==> src/design/msb_pkg.sv <==
`timescale 1ns / 1ps
`default_nettype none
package msb_pkg;
	localparam int SCREEN_WIDTH = 128;
	localparam int SCREEN_HEIGHT = 64;
	localparam int SCREEN_PAGES = SCREEN_HEIGHT / 8;
	localparam int FB_BYTES = SCREEN_WIDTH * SCREEN_PAGES;
	localparam int AW = 10;

	localparam logic [1:0] KIND_SPRITE = 2'd0;
	localparam logic [1:0] KIND_READ = 2'd1;
	localparam logic [1:0] KIND_WRITE = 2'd2;
	localparam logic [1:0] KIND_NONE = 2'd3;

	localparam logic [2:0] REG_X = 3'd0;
	localparam logic [2:0] REG_Y = 3'd1;
	localparam logic [2:0] REG_W = 3'd2;
	localparam logic [2:0] REG_H = 3'd3;
	localparam logic [2:0] REG_MIRROR = 3'd4;
	localparam logic [2:0] REG_MASK = 3'd5;

	localparam logic [1:0] OP_READ = 2'd0;
	localparam logic [1:0] OP_WRITE = 2'd1;
	localparam logic [1:0] OP_MERGE = 2'd2;

	// one command from front to back
	typedef struct packed {
		logic [1:0]    op;
		logic [AW-1:0] addr0;
		logic          en0;
		logic [AW-1:0] addr1;
		logic          en1;
		logic [15:0]   bits;
		logic [15:0]   clr;
		logic [7:0]    wdata;
	} cmd_t;
endpackage
`default_nettype wire

==> src/design/msb_front.sv <==
`timescale 1ns / 1ps
`default_nettype none
module msb_front import msb_pkg::*; (
	input  wire logic        clk,
	input  wire logic        arst_n,
	input  wire logic        cfg_we,
	input  wire logic [2:0]  cfg_index,
	input  wire logic [7:0]  cfg_data,
	input  wire logic        in_valid,
	output logic             in_ready,
	input  wire logic [1:0]  kind,
	input  wire logic [7:0]  bitmap_byte,
	input  wire logic [7:0]  mask_byte,
	input  wire logic [AW-1:0] fb_address,
	input  wire logic [7:0]  write_data,
	output logic             cmd_valid,
	input  wire logic        cmd_ready,
	output cmd_t             cmd
);
	logic signed [7:0] x_q, y_q;
	logic [7:0] w_q, h_q, col_q;
	logic [5:0] page_q;
	logic mir_q, msk_q;

	logic signed [10:0] sx, lo, hi, xw, yh, mx, r0, r1;
	logic [5:0] pages;
	logic [2:0] yoff;
	logic off, vis, ok0, ok1;
	logic [15:0] bits, clr;

	assign in_ready = cmd_ready;
	assign cmd_valid = in_valid && (kind != KIND_NONE);

	always_comb begin
		pages = 6'(({1'b0, h_q} + 9'd7) >> 3);
		xw = 11'(x_q) + 11'({3'b0, w_q});
		yh = 11'(y_q) + 11'({3'b0, h_q});
		off = xw < 0 || x_q > 8'sd127 || yh < 0 || 11'(y_q) > 11'(SCREEN_HEIGHT - 1);
		sx = 11'(x_q) + 11'({3'b0, col_q});
		vis = !off && sx >= 0 && sx <= 11'(SCREEN_WIDTH - 1);
		lo = x_q < 0 ? 11'sd0 : 11'(x_q);
		hi = xw - 11'sd1;
		if (hi > 11'(SCREEN_WIDTH - 1)) hi = 11'(SCREEN_WIDTH - 1);
		mx = mir_q ? lo + hi - sx : sx;
		yoff = y_q[2:0];
		r0 = 11'(y_q >>> 3) + 11'({5'b0, page_q});
		r1 = r0 + 11'sd1;
		ok0 = vis && r0 >= 0 && r0 < 11'(SCREEN_PAGES);
		ok1 = vis && yoff != 3'd0 && r1 >= 0 && r1 < 11'(SCREEN_PAGES);
		bits = {8'b0, bitmap_byte} << yoff;
		clr = msk_q ? ({8'b0, mask_byte} << yoff) : 16'b0;
		cmd.bits = bits;
		cmd.clr = clr;
		cmd.wdata = write_data;
		cmd.addr0 = fb_address;
		cmd.addr1 = fb_address;
		cmd.en0 = 1'b1;
		cmd.en1 = 1'b0;
		cmd.op = OP_READ;
		case (kind)
			KIND_READ: cmd.en0 = {1'b0, fb_address} < (AW+1)'(FB_BYTES);
			KIND_WRITE: begin
				cmd.op = OP_WRITE;
				cmd.en0 = {1'b0, fb_address} < (AW+1)'(FB_BYTES);
			end
			default: begin
				cmd.op = OP_MERGE;
				cmd.addr0 = AW'(r0 * 11'(SCREEN_WIDTH) + mx);
				cmd.addr1 = AW'(r1 * 11'(SCREEN_WIDTH) + mx);
				cmd.en0 = ok0 && w_q != 0 && pages != 0;
				cmd.en1 = ok1 && w_q != 0 && pages != 0;
			end
		endcase
	end

	// hold config, advance sprite counters
	always_ff @(posedge clk or negedge arst_n) begin
		if (!arst_n) begin
			x_q <= '0; y_q <= '0; w_q <= 8'd8; h_q <= 8'd8;
			mir_q <= 1'b0; msk_q <= 1'b0; col_q <= '0; page_q <= '0;
		end else if (cfg_we && cfg_index <= REG_MASK) begin
			case (cfg_index)
				REG_X: x_q <= cfg_data;
				REG_Y: y_q <= cfg_data;
				REG_W: w_q <= cfg_data;
				REG_H: h_q <= cfg_data;
				REG_MIRROR: mir_q <= cfg_data[0];
				default: msk_q <= cfg_data[0];
			endcase
			col_q <= '0;
			page_q <= '0;
		end else if (in_valid && in_ready && kind == KIND_SPRITE &&
				w_q != 0 && pages != 0) begin
			if (col_q + 8'd1 >= w_q) begin
				col_q <= '0;
				page_q <= (page_q + 6'd1 >= pages) ? 6'd0 : page_q + 6'd1;
			end else col_q <= col_q + 8'd1;
		end
	end
endmodule
`default_nettype wire

==> config.mk <==
export PLATFORM = sky130hd
export DESIGN_NAME = msb_front
export DESIGN_NICKNAME = d
export VERILOG_FILES = /design/src/design/msb_pkg.sv /design/src/design/msb_front.sv
export SDC_FILE = /design/constraint.sdc
export NUM_CORES = 1
export LEC_CHECK = 0
export ABC_AREA = 1
export BUFFER_PORTS_ARGS = -buffer_cell sky130_fd_sc_hd__clkbuf_2
export CAP_MARGIN = 25
export CORE_MARGIN = 1
export CORE_UTILIZATION = 35
export CTS_BUF_LIST = sky130_fd_sc_hd__clkbuf_8
export CTS_CLUSTER_DIAMETER = 150
export DETAILED_ROUTE_END_ITERATION = 6
export PLACE_DENSITY = 0.66
export SLEW_MARGIN = 30
export SYNTH_ARGS = -nofsm -noshare
export SYNTH_HDL_FRONTEND = slang
export SYNTH_SLANG_ARGS = --single-unit
==> constraint.sdc <==
create_clock -name clk -period 6.2 [get_ports clk]
set_input_delay 0.93 -clock clk [delete_from_list [all_inputs] [get_ports clk]]
set_output_delay 0.93 -clock clk [all_outputs]
set_load 0.01 [all_outputs]
==> summary.md <==
| Metric | Value |
|---|---|
| YS warnings | `0` |
| CTS Hold Buffers Added | `0` |
| Worst Setup End Kind | `output port` |
| Failing checks | `negative setup slack` |
| Post-DP Area | `6626 um^2` |
| Register bit count reported by yosys | `48` |
| Peak supply drop | `370.2 uV` |
| Area grow syn2layout | `24.24%` |
| Worst Hold Class | `register to register` |
| Hold endpoint | `h_q[0]` |
| Largest net degree at the start of global routing | `49` |
| Rel. slew slack | `0.5054` |
| Initial antenna violation count | `0` |
| Htree depth | `2` |
| GRT overflow | `0` |
| HPWL Detailed | `12400 um` |
| Fill cells | `1609` |
| FFs w/ async S/R, synth | `1.000` |
| Synth top cells by count | `nand2_1 (182), inv_1 (121), o21ai_0 (78), ha_1 (67), nor2_1 (56)` |
| Clock Tree Root | `clkbuf_8` |
| Leak | `between 3 and 4 nW` |
| Pwr Density | `541.4 nW/um^2` |
| Worst Max-Slew Pin Slew | `about 0.74 ns` |
| Minimum clock period | `6.517 ns` |
| Die span in x | `~130 um` |
| Synth area leaders | `dfrtp_1 (20%), ha_1 (15%), nand2_1 (12%)` |
| 1st-iter DRT viols | `282` |
| Die Y | `roughly 130 um` |
| CP max stage cell | `fa_2` |
| Starting Density | `0.3597` |
| Top Family by Delay on Critical Path | `adder cells` |
| Final Slew Violations | `0` |
| Yosys top cell area share | `0.2007` |
| Vias in the first global route | `between 5000 and 6000` |
| Worst R2R End | `page_q[3]` |
| Post-layout total power | `3.857 mW` |
| Post-Synthesis Cell Area | `5734 um^2` |
| DR WL/cell | `13.00 um` |
| Final Util | `0.4469` |
| Crit Path Class | `register to output port` |
| Worst EP required | `5.27 ns` |
| Predominant post-synthesis flop cell | `dfrtp_1` |
| Total track usage | `0.1842` |
| Syn Area/Cell | `~6.9 um^2` |
| CTS tree | `yes` |
| Number of CTS-inserted buffers | `5` |
| Io pins | `118` |
| Critical Path Source | `w_q[0]` |
| Top-count cell post-synth | `nand2_1` |
| Final Non-Filler Cells | `1191` |
| Cell variety after synth | `47` |
| Total number of vias | `roughly 5800` |
| Max clock buf depth | `2` |
| Residual DRC | `0` |
| Slowest cell delay on critical path | `0.55 ns` |
| Leading area contributor after synthesis | `dfrtp_1` |
| Worst reg-to-reg path cell count | `13` |
| Register area share after synthesis | `0.2099` |
| Clk pin slew, worst setup/hold paths | `0.09 ns` |
| Die ar. | `16900 um^2` |
| Placer Congestion | `0.8825` |
| Total iterations of the first detailed-routing run | `4` |
| Final Hold Fails | `0` |
| Multi-input combinational cell area | `between 4000 and 5000 um^2` |
| ANT cells | `0` |
| Drt via density | `4.903` |
| Global-route wire length before repair | `24780 um` |
| Worst path bufs/invs | `4` |
| Part of the cycle the worst path needs | `1.051` |
| Finished layout cell area | `7124 um^2` |
| Skew-Pair Late Insertion Delay | `0.30 ns` |
| Clock skew | `0.01027 ns` |
| Worst r2r src | `col_q[1]` |
| Fin Hold WS | `0.5336 ns` |
| Most used cell, CP | `nand2_1` |
| Mapped Cells | `835` |
| Hold Crit Depth | `2` |
| Crit start category | `register` |
| Worst-path maximum fanout | `6` |
| FMAX | `between 150 and 200 MHz` |
| Post-synth EDFFs | `0` |
| Final net count | `1106` |
| Hold_sp | `h_q[0]` |
| RSZ-0062 raised after global routing | `yes` |
| I/O Buffers | `99` |
| Setup Viol. Count Final | `8` |
| FF/Latch Area | `1204 um^2` |
| Post-route setup slack | `-0.3167 ns` |
| ANT nets after route | `0` |
| Core Region | `approximately 16000 um^2` |
| Outcome | `finished, violations left` |
| Core Rows | `46` |
| Layout cells sized above 1 | `0.2451` |
| Flop2flop setup slack | `3.26 ns` |
| Maxcap violations | `0` |
| Post-Route WL | `~15000 um` |
| Critical Path AT | `between 5 and 6 ns` |
| Post-placement cell count | `approximately 1200` |
| Number of clock sinks | `48` |
## cell families (layout without fill, tap and decap cells)
kind of cell | after synthesis | after routing | synth area share
flip-flops | 48 | 48 | 0.2099
AND/OR/NAND/NOR | 339 | 339 | 0.2603
AO/OA/AOI/OAI | 162 | 162 | 0.1558
adder cells (fa/ha/maj) | 79 | 79 | 0.1881
multiplexers | 5 | 5 | 0.008728
XOR/XNOR | 37 | 37 | 0.05651
other | 1 | 2 | 0.0006540
buffers and inverters | 164 | 303 | 0.1200
## per-stage QoR
stage | TNS, ns | setup WS [ns]
after detailed placement | -0.3086 | -0.2564
final | -1.386 | -0.3167
after floorplan | 0 | 0.001137
after global routing | -3.910 | -0.7207
after CTS | -1.029 | -0.2321
after global placement | -0.1715 | -0.1715
## how the worst max path moves through the flow
| stage | endpoint | slack [ns] | cells past startpoint |
|---|---|---|---|
| global route | cmd[50] | -0.72 | 34 |
| detailed placement | cmd[50] | -0.26 | 32 |
| floorplan | cmd[50] | 0.001 | 31 |
| global placement | cmd[50] | -0.17 | 32 |
| finish | cmd[50] | -0.32 | 31 |
| CTS | cmd[50] | -0.23 | 32 |
## area by class of cell
type,instances,area share
Clock inverter,2,0.004742
Timing Repair Buffer,170,0.1444
Multi-Input combinational cell,624,0.5676
Clock buffer,5,0.009659
Tap cell,216,0.03793
Inverter,126,0.06674
Sequential cell,48,0.1689
## state kept, by name, summed over array words and instances, names as in the netlist
name    flops
h_q         8
w_q         8
msk_q       1
col_q       8
x_q         8
page_q      6
mir_q       1
y_q         8
## layer usage
metal,global-route usage,part of all wire,vias to the layer above
met1,0.2644,0.49,2662
met5,0,0,-
met4,0.03899,0.017,0
met3,0.01476,0.040,21
met2,0.3014,0.45,152
li1,-,-,3005
## worst min-delay path, stage by stage, from the launching register on
cell and delay, ns:
dfrtp_1 0.38, nand2_1 0.06, o21ai_0 0.06
## where the power goes
part | switching, mW | leakage [nW] | internal [mW]
clock network | 0.103 | 0.0554 | 0.117
registers | 0.0915 | 0.613 | 0.368
logic | 1.61 | 3.15 | 1.56
## layout by cell type (no fill, tap or decap), types with 6 or more instances in the layout
master and instances:
o22ai_1 9, inv_2 7, inv_1 117, xor2_1 28, ha_4 6, nor2_1 54
a31oi_1 6, nand2_1 177, ha_1 59, dfrtp_1 46, nand2_2 11, o21a_1 6
xnor2_1 7, a21oi_1 32, nand4_1 14, clkbuf_2 93, buf_4 71, nand3_1 52
buf_2 6, nor3_1 9, o21ai_0 69, fa_1 8, o21ai_1 17
## timing repair
item                                    CTS  global route
endpoints found under the setup margin    5            10
pin swaps                                27            23
gates resized for setup                  32            26
buffers inserted                         23             7
Power figures use the tool's default switching activity.
